File: src/rtl/cvsd_pkg.sv
// Shared types and constants for the CAN vehicle state decoder.
// Depends on nothing; used by can_vehicle_state_decoder.
package cvsd_pkg;

	localparam int unsigned IdW = 11;
	localparam int unsigned LenW = 4;
	localparam int unsigned PayloadW = 64;
	localparam int unsigned BitPosW = 6;
	localparam int unsigned CfgIndexW = 3;
	localparam int unsigned InDataW = 80;
	localparam int unsigned OutDataW = 144;

	localparam logic [IdW-1:0] DETAIL_FRAME_ID = 11'h420;
	localparam logic [7:0] DETAIL_RESET = 8'hC4;
	localparam logic [7:0] SUB_TRACK_SPORT = 8'h11;
	localparam logic [LenW-1:0] LEN_DRIVE = 4'd7;
	localparam logic [LenW-1:0] LEN_FULL = 4'd8;
	localparam logic [LenW-1:0] LEN_STAB = 4'd2;

	localparam logic [IdW-1:0] AWD_ID_RESET = 11'd432;
	localparam logic [IdW-1:0] MODE_BUTTON_ID_RESET = 11'd773;
	localparam logic [IdW-1:0] BODY_ID_RESET = 11'd608;

	typedef enum logic [1:0] {
		MODE_NORMAL = 2'd0,
		MODE_SPORT  = 2'd1,
		MODE_DRIFT  = 2'd2,
		MODE_TRACK  = 2'd3
	} veh_mode_t;

	localparam logic [1:0] STAB_ON = 2'd0;
	localparam logic [1:0] STAB_SPORT = 2'd1;
	localparam logic [1:0] STAB_OFF = 2'd2;

	localparam logic [3:0] NIB_NORMAL = 4'd0;
	localparam logic [3:0] NIB_SPORT = 4'd1;
	localparam logic [3:0] NIB_DRIFT = 4'd2;

	localparam logic [1:0] RAW_ON = 2'd0;
	localparam logic [1:0] RAW_OFF = 2'd1;
	localparam logic [1:0] RAW_SPORT = 2'd2;

	typedef enum logic [CfgIndexW-1:0] {
		REG_AWD_ID         = 3'd0,
		REG_STAB_ID        = 3'd1,
		REG_MODE_BUTTON_ID = 3'd2,
		REG_BODY_ID        = 3'd3,
		REG_DIAG_ID        = 3'd4,
		REG_MODE_BUTTON_BIT = 3'd5,
		REG_STAB_BUTTON_BIT = 3'd6,
		REG_STOP_START_BIT = 3'd7
	} cfg_reg_t;

endpackage

File: src/rtl/can_vehicle_state_decoder.sv
// Top level of the CAN vehicle state decoder: input register, decode logic
// and the state registers that form the result. Depends on cvsd_pkg.
//
// Usage: received frames enter on the s_ channel, one item per frame, with
// s_tdata holding identifier, length and payload. Every item yields exactly
// one result item on the m_ channel: the complete tracked state after the
// frame was applied, with m_tuser flagging a diagnostic response.
// Configuration registers are written through cfg_valid, cfg_index and
// cfg_data while the block is idle; cfg_ready is always high.
// After an item is accepted, the input register holds it while the decode
// logic computes the new state, which the state registers load once the
// output may advance (no result waiting, or m_tready high).
// Throughput is one item per cycle while m_tready is high, set by the single
// decode stage whose state registers also serve as the result register.
// Reset clears the state to normal drive mode, stability on, detail 0xC4,
// no captured templates, and loads the register reset identifiers.
// When the receiver stalls, the result holds, the input register holds its
// item, and s_tready drops once that register is occupied.
module can_vehicle_state_decoder (
	input  logic                           clk,
	input  logic                           arst_n,
	input  logic                           s_tvalid,
	output logic                           s_tready,
	// frame_id[10:0], frame_length[14:11], payload[78:15], zero fill.
	input  logic [cvsd_pkg::InDataW-1:0]   s_tdata,
	output logic                           m_tvalid,
	input  logic                           m_tready,
	// drive_mode[1:0], stability_mode[3:2], mode_detail[11:4],
	// mode_template[75:12], mode_template_valid[76], body_template[140:77],
	// body_template_valid[141], zero fill.
	output logic [cvsd_pkg::OutDataW-1:0]  m_tdata,
	// forward_to_diag[0].
	output logic                           m_tuser,
	input  logic                           cfg_valid,
	output logic                           cfg_ready,
	input  logic [cvsd_pkg::CfgIndexW-1:0] cfg_index,
	input  logic [cvsd_pkg::IdW-1:0]       cfg_data
);

	logic [cvsd_pkg::IdW-1:0] awd_id_q, stab_id_q, mbtn_id_q, body_id_q, diag_id_q;
	logic [cvsd_pkg::BitPosW-1:0] mbtn_bit_q, sbtn_bit_q, ssbtn_bit_q;

	logic valid_s1;
	logic [cvsd_pkg::IdW-1:0] id_s1;
	logic [cvsd_pkg::LenW-1:0] len_s1;
	logic [cvsd_pkg::PayloadW-1:0] payload_s1;

	logic out_valid_q;
	logic [1:0] mode_q, stab_q;
	logic [7:0] detail_q;
	logic [cvsd_pkg::PayloadW-1:0] mtpl_q, btpl_q;
	logic mseen_q, bseen_q, fwd_q;

	logic advance, load_s1;
	logic [1:0] mode_d, stab_d;
	logic [7:0] detail_d;
	logic mcap, bcap, fwd_d;
	logic [7:0] byte1, byte4, byte6, byte7;
	logic [3:0] nib;
	logic [1:0] raw;

	assign cfg_ready = 1'b1;
	assign advance = !out_valid_q || m_tready;
	assign s_tready = !valid_s1 || advance;
	assign load_s1 = s_tvalid && s_tready;

	assign byte1 = payload_s1[15:8];
	assign byte4 = payload_s1[39:32];
	assign byte6 = payload_s1[55:48];
	assign byte7 = payload_s1[63:56];
	assign nib = byte6[7:4];
	assign raw = byte1[5:4];

	always_ff @(posedge clk or negedge arst_n) begin
		if (!arst_n) begin
			awd_id_q <= cvsd_pkg::AWD_ID_RESET;
			stab_id_q <= '0;
			mbtn_id_q <= cvsd_pkg::MODE_BUTTON_ID_RESET;
			body_id_q <= cvsd_pkg::BODY_ID_RESET;
			diag_id_q <= '0;
			mbtn_bit_q <= '0;
			sbtn_bit_q <= '0;
			ssbtn_bit_q <= '0;
		end else if (cfg_valid && cfg_ready) begin
			unique case (cvsd_pkg::cfg_reg_t'(cfg_index))
				cvsd_pkg::REG_AWD_ID: awd_id_q <= cfg_data;
				cvsd_pkg::REG_STAB_ID: stab_id_q <= cfg_data;
				cvsd_pkg::REG_MODE_BUTTON_ID: mbtn_id_q <= cfg_data;
				cvsd_pkg::REG_BODY_ID: body_id_q <= cfg_data;
				cvsd_pkg::REG_DIAG_ID: diag_id_q <= cfg_data;
				cvsd_pkg::REG_MODE_BUTTON_BIT: mbtn_bit_q <= cfg_data[cvsd_pkg::BitPosW-1:0];
				cvsd_pkg::REG_STAB_BUTTON_BIT: sbtn_bit_q <= cfg_data[cvsd_pkg::BitPosW-1:0];
				cvsd_pkg::REG_STOP_START_BIT: ssbtn_bit_q <= cfg_data[cvsd_pkg::BitPosW-1:0];
				default: ;
			endcase
		end
	end

	always_ff @(posedge clk or negedge arst_n) begin
		if (!arst_n) begin
			valid_s1 <= 1'b0;
		end else if (s_tready) begin
			valid_s1 <= s_tvalid;
		end
	end

	always_ff @(posedge clk) begin
		if (load_s1) begin
			id_s1 <= s_tdata[10:0];
			len_s1 <= s_tdata[14:11];
			payload_s1 <= s_tdata[78:15];
		end
	end

	always_comb begin
		mode_d = mode_q;
		stab_d = stab_q;
		detail_d = detail_q;
		mcap = 1'b0;
		bcap = 1'b0;
		fwd_d = 1'b0;
		priority if (id_s1 == awd_id_q) begin
			if (len_s1 >= cvsd_pkg::LEN_DRIVE && byte4 == 8'h00) begin
				if (nib == cvsd_pkg::NIB_NORMAL) begin
					mode_d = cvsd_pkg::MODE_NORMAL;
				end else if (nib == cvsd_pkg::NIB_SPORT) begin
					mode_d = detail_q[0] ? cvsd_pkg::MODE_TRACK : cvsd_pkg::MODE_SPORT;
				end else if (nib == cvsd_pkg::NIB_DRIFT) begin
					mode_d = cvsd_pkg::MODE_DRIFT;
				end
			end
		end else if (id_s1 == cvsd_pkg::DETAIL_FRAME_ID) begin
			if (len_s1 >= cvsd_pkg::LEN_FULL) begin
				detail_d = byte7;
				if (byte6 == cvsd_pkg::SUB_TRACK_SPORT) begin
					mode_d = byte7[0] ? cvsd_pkg::MODE_TRACK : cvsd_pkg::MODE_SPORT;
				end
			end
		end else if (id_s1 == stab_id_q) begin
			if (len_s1 >= cvsd_pkg::LEN_STAB) begin
				if (raw == cvsd_pkg::RAW_ON) begin
					stab_d = cvsd_pkg::STAB_ON;
				end else if (raw == cvsd_pkg::RAW_OFF) begin
					stab_d = cvsd_pkg::STAB_OFF;
				end else if (raw == cvsd_pkg::RAW_SPORT) begin
					stab_d = cvsd_pkg::STAB_SPORT;
				end
			end
		end else if (id_s1 == mbtn_id_q) begin
			mcap = len_s1 >= cvsd_pkg::LEN_FULL && !payload_s1[mbtn_bit_q];
		end else if (id_s1 == body_id_q) begin
			bcap = len_s1 >= cvsd_pkg::LEN_FULL && !payload_s1[sbtn_bit_q]
				&& !payload_s1[ssbtn_bit_q];
		end else if (id_s1 == diag_id_q) begin
			fwd_d = 1'b1;
		end else begin
			fwd_d = 1'b0;
		end
	end

	always_ff @(posedge clk or negedge arst_n) begin
		if (!arst_n) begin
			out_valid_q <= 1'b0;
			mode_q <= cvsd_pkg::MODE_NORMAL;
			stab_q <= cvsd_pkg::STAB_ON;
			detail_q <= cvsd_pkg::DETAIL_RESET;
			mtpl_q <= '0;
			btpl_q <= '0;
			mseen_q <= 1'b0;
			bseen_q <= 1'b0;
			fwd_q <= 1'b0;
		end else if (advance) begin
			out_valid_q <= valid_s1;
			if (valid_s1) begin
				mode_q <= mode_d;
				stab_q <= stab_d;
				detail_q <= detail_d;
				fwd_q <= fwd_d;
				if (mcap) begin
					mtpl_q <= payload_s1;
					mseen_q <= 1'b1;
				end
				if (bcap) begin
					btpl_q <= payload_s1;
					bseen_q <= 1'b1;
				end
			end
		end
	end

	assign m_tvalid = out_valid_q;
	assign m_tuser = fwd_q;
	assign m_tdata = {2'b00, bseen_q, btpl_q, mseen_q, mtpl_q, detail_q, stab_q, mode_q};

	a_mseen_sticky: assert property (@(posedge clk) disable iff (!arst_n)
		mseen_q |=> mseen_q) else $error("Mode template valid flag dropped.");

	a_bseen_sticky: assert property (@(posedge clk) disable iff (!arst_n)
		bseen_q |=> bseen_q) else $error("Body template valid flag dropped.");

	a_stab_range: assert property (@(posedge clk) disable iff (!arst_n)
		stab_q != 2'd3) else $error("Stability mode out of range.");

	a_state_hold: assert property (@(posedge clk) disable iff (!arst_n)
		(out_valid_q && !m_tready) |=> ($stable(mode_q) && $stable(detail_q)
		&& $stable(stab_q) && $stable(fwd_q))) else $error("State changed during stall.");

	a_input_hold: assert property (@(posedge clk) disable iff (!arst_n)
		(valid_s1 && !advance) |=> (valid_s1 && $stable(id_s1)))
		else $error("Input register lost its item during stall.");

endmodule
File: config.mk
export PLATFORM = sky130hd
export DESIGN_NAME = can_vehicle_state_decoder
export DESIGN_NICKNAME = d
export VERILOG_FILES = /design/src/rtl/cvsd_pkg.sv /design/src/rtl/can_vehicle_state_decoder.sv
export SDC_FILE = /design/constraint.sdc
export NUM_CORES = 1
export LEC_CHECK = 0
export ABC_CLOCK_PERIOD_IN_PS = 5800
export BUFFER_PORTS_ARGS = -buffer_cell sky130_fd_sc_hd__clkbuf_2
export CAP_MARGIN = 25
export CORE_MARGIN = 2
export CORE_UTILIZATION = 55
export DETAILED_ROUTE_END_ITERATION = 7
export PLACE_DENSITY_LB_ADDON = 0.1
export SLEW_MARGIN = 0
export SYNTH_ARGS = -nofsm -noshare
export SYNTH_HDL_FRONTEND = slang
export SYNTH_SLANG_ARGS = --single-unit
File: constraint.sdc
create_clock -name clk -period 5.8 [get_ports clk]
set_input_delay 1.16 -clock clk [delete_from_list [all_inputs] [get_ports clk]]
set_output_delay 1.16 -clock clk [all_outputs]
set_load 0.01 [all_outputs]
==> metrics.md <==
| Metric | Value |
|---|---|
| Drt total wl | `between 30 and 40 mm` |
| First-pass GRT wire length | `between 40 and 50 mm` |
| CTS Sinks | `297` |
| Inst Count DP | `about 1300` |
| Overall global routing resource usage | `24.65%` |
| Pre-antenna DRT Iters | `7` |
| Worst-case clock buffer depth | `3` |
| WHS | `0.4696 ns` |
| Io pins | `~250` |
| Clock-pin slew on the worst setup and hold paths | `0.06 ns` |
| H-Tree Depth | `2` |
| Leak pwr | `7.242 nW` |
| Ranking of synthesized cells by area | `dfrtp_1 39%, edfxtp_1 18%, mux2_2 14%` |
| Port buffer count | `242` |
| Slew Limit Fails | `0` |
| Seq pwr share | `a little under half` |
| Post-layout util | `66.65%` |
| GRT met3 Usage | `6.278%` |
| #FFs+latches synth | `297` |
| Met1 Use GR | `35.72%` |
| Max-Cap Viols | `0` |
| Clock share of power | `41.0%` |
| FILL cells | `1731` |
| Largest net degree at the start of global routing | `134` |
| Setup Skew | `0.01061 ns` |
| Finish-stage setup viols | `0` |
| Initial drt markers | `520` |
| WP data required | `6.19 ns` |
| Placer congestion estimate | `0.8107` |
| ANT nets after route | `0` |
| CTS Hold Bufs | `0` |
| Via density | `5.716` |
| Startpoint Class | `flip-flop` |
| Grt peak-use layer | `met2` |
| Die Y | `about 160 µm` |
| Net Switching | `~1.3 mW` |
| Unrepaired setup endpoints after global routing | `false` |
| # resized after CTS | `0` |
| Worst slew margin | `around a third` |
| Vias in the first global route | `7883` |
| Fin crit share | `74.31%` |
| Wire per inst | `22.23 µm` |
| Fmax | `~0.23 GHz` |
| Synthesized instance count | `777` |
| Number of diodes | `0` |
| Die X | `between 150 and 200 µm` |
| VDD IR-drop max | `0.2600 mV` |
| Fin cells | `1353` |
| M2 GR Usage | `37.66%` |
| Main synth FF type | `dfrtp_1` |
| Post-CTS setup buffers | `0` |
| Initial antenna violation count | `0` |
| Post-DP Area | `between 0.01 and 0.015 mm²` |
| CTS tree | `yes` |
| Worst-Skew Late Latency | `0.50 ns` |
| GRT overflow | `0` |
| Async SR Flop Fraction | `between 70% and 80%` |
| Final Cell Area | `0.01555 mm²` |
| Final hold vios | `0` |
| Area Growth Syn to Fin | `19.95%` |
| Slew @ Worst Pin | `1.013 ns` |
| Switch share | `24.06%` |
| Status | `finished clean` |
| Initial core utilization | `55.56%` |
| Comb pwr share | `approximately an eighth` |
| Yosys top cell area share | `39.38%` |
| CTS Buf Count | `34` |
| Sequential-to-total area share from yosys stat | `slightly above 60%` |
| Number of synthesized flops with an enable pin | `79` |
| Clock root buffer | `clkbuf_16` |
| Worst r2r path cells | `6` |
| HPWL after DPL | `20.51 mm` |
| Syn_area_per_cell | `16.68 µm²` |
| Setup crit end kind | `flip-flop` |
| # nets final | `1109` |
| Synth Warn # | `0` |
| Post-synth top area cell | `dfrtp_1` |
| Synth unique cells | `45` |
| Pint | `approximately 4.1 mW` |
| Setup TNS | `0 ns` |
| Share of layout cells above drive strength 1 | `52.71%` |
| Num rows | `56` |
| Worst Path Class, Setup | `flip-flop to flip-flop` |
| Worst Hold Depth | `1` |
| CP Max Fanout | `29` |
| Post-Synthesis Cell Area | `0.01296 mm²` |
| WP data arrival | `4.70 ns` |
| Power per cell area | `about 350 mW/mm²` |
| DRC errors left | `0` |
| Vias | `~7700` |
| HP Class | `flip-flop to flip-flop` |
| Die area | `0.02481 mm²` |
| Minimum clock period | `4.310 ns` |
| Core area | `0.02333 mm²` |
==> placed cells by master, fill, tap and decap left out, types with 2 or more instances in the layout <==
cell type,synthesis,routed
clkbuf_8,0,2
edfxtp_1,79,79
bufinv_16,0,4
nand4_1,9,9
mux2i_1,8,8
clkinv_4,0,2
nor3b_2,0,2
a211oi_1,4,4
nor3_2,0,2
clkbuf_2,0,241
conb_1,2,3
o21ai_0,2,2
dfstp_2,14,14
nand4b_1,3,3
nor4b_1,2,2
dfrtp_1,204,204
xnor2_1,22,22
clkbuf_16,0,38
nor4_1,9,9
clkinv_1,0,3
nand2_1,11,11
a211o_1,2,2
nor3_1,9,7
nand2b_1,6,6
nand3_1,7,7
buf_4,6,6
nand3b_1,3,3
clkinv_2,0,7
mux2_2,163,163
nor2_1,5,5
a31oi_1,2,2
mux2_1,49,49
xor2_1,33,33
mux4_2,56,56
nor2b_1,3,3
clkbuf_1,26,3
==> path summary, 6_finish.rpt <==
| check | startpoint | to | slack (ns) |
|---|---|---|---|
| worst min register to register | bseen_q | bseen_q | 0.47 |
| worst max-delay path | ssbtn_bit_q[1] | btpl_q[63] | 1.49 |
| min in group asynchronous | arst_n | btpl_q[10] | 0.63 |
| worst max register to register | ssbtn_bit_q[1] | btpl_q[63] | 1.49 |
| worst min-delay path | bseen_q | bseen_q | 0.47 |
| max in group asynchronous | arst_n | ssbtn_bit_q[1] | 3.97 |
==> cells in the mapped netlist (4+ instances only) <==
| library cell | count |
|---|---|
| mux2_1 | 49 |
| dfrtp_1 | 204 |
| buf_4 | 6 |
| nor2_1 | 5 |
| mux4_2 | 56 |
| buf_6 | 11 |
| nand3_1 | 7 |
| nand2b_1 | 6 |
| nand2_1 | 11 |
| dfstp_2 | 14 |
| mux2_2 | 163 |
| nor3_1 | 9 |
| clkbuf_1 | 26 |
| mux2i_1 | 8 |
| a211oi_1 | 4 |
| xor2_1 | 33 |
| nor4_1 | 9 |
| buf_2 | 9 |
| nand4_1 | 9 |
| xnor2_1 | 22 |
| edfxtp_1 | 79 |
==> sequential cells by signal, summed over array words and instances (netlist names), 2 cells and up <==
name         cells
mtpl_q          64
mbtn_id_q       11
awd_id_q        11
mode_q           2
payload_s1      64
btpl_q          64
diag_id_q       11
sbtn_bit_q       6
stab_q           2
ssbtn_bit_q      6
body_id_q       11
len_s1           4
detail_q         8
mbtn_bit_q       6
id_s1           11
stab_id_q       11
==> critical path, cell delays in order, from the launching register on <==
cell and delay [ns]:
dfrtp_1 0.96, mux4_2 0.61, mux4_2 0.49, a211o_1 0.34, a2111oi_4 0.86, buf_4 0.53, mux2_2 0.39
==> logic make-up (layout without fill, tap and decap cells) <==
logic type,count (synthesis),after routing,synth area share [%]
XOR/XNOR,55,55,3.716
multiplexers,276,276,28.76
buffers and inverters,55,311,2.490
AND/OR/NAND/NOR,75,75,3.359
flip-flops,297,297,60.52
AO/OA/AOI/OAI,17,17,1.100
other,2,3,0.05793
==> through the flow <==
stage	worst slack [ns]	total power, mW
floorplan	2.133	3.020
global placement	1.487	3.232
detailed placement	1.473	3.242
CTS	1.475	5.482
global route	1.217	5.646
finish	1.490	5.427
==> power by group through the flow <==
stage | Clock [mW] | Sequential [mW] | Combinational (mW)
after floorplan | 0 | 2.46 | 0.561
after CTS | 2.27 | 2.56 | 0.647
after global routing | 2.36 | 2.59 | 0.696
after global placement | 0 | 2.59 | 0.637
after detailed placement | 0 | 2.60 | 0.640
final | 2.23 | 2.56 | 0.640
==> area by class of cell <==
class | count | area (µm²) | area share [%]
repair buffers | 250 | 1297 | 8.344
multi-input cells | 426 | 4822 | 31.01
well taps | 319 | 399.1 | 2.567
clock inverters | 17 | 192.7 | 1.239
flip-flops and latches | 297 | 7845 | 50.45
inverters | 1 | 3.754 | 0.02414
clock buffers | 43 | 989.7 | 6.365
==> routing by layer <==
| layer | vias to the layer above | routed length [µm] |
|---|---|---|
| met3 | 50 | 2416 |
| met4 | 0 | 496 |
| met5 | - | 0 |
| met2 | 303 | 14070 |
| met1 | 4014 | 13100 |
| li1 | 3367 | - |
(Power assumes the default switching activity.)
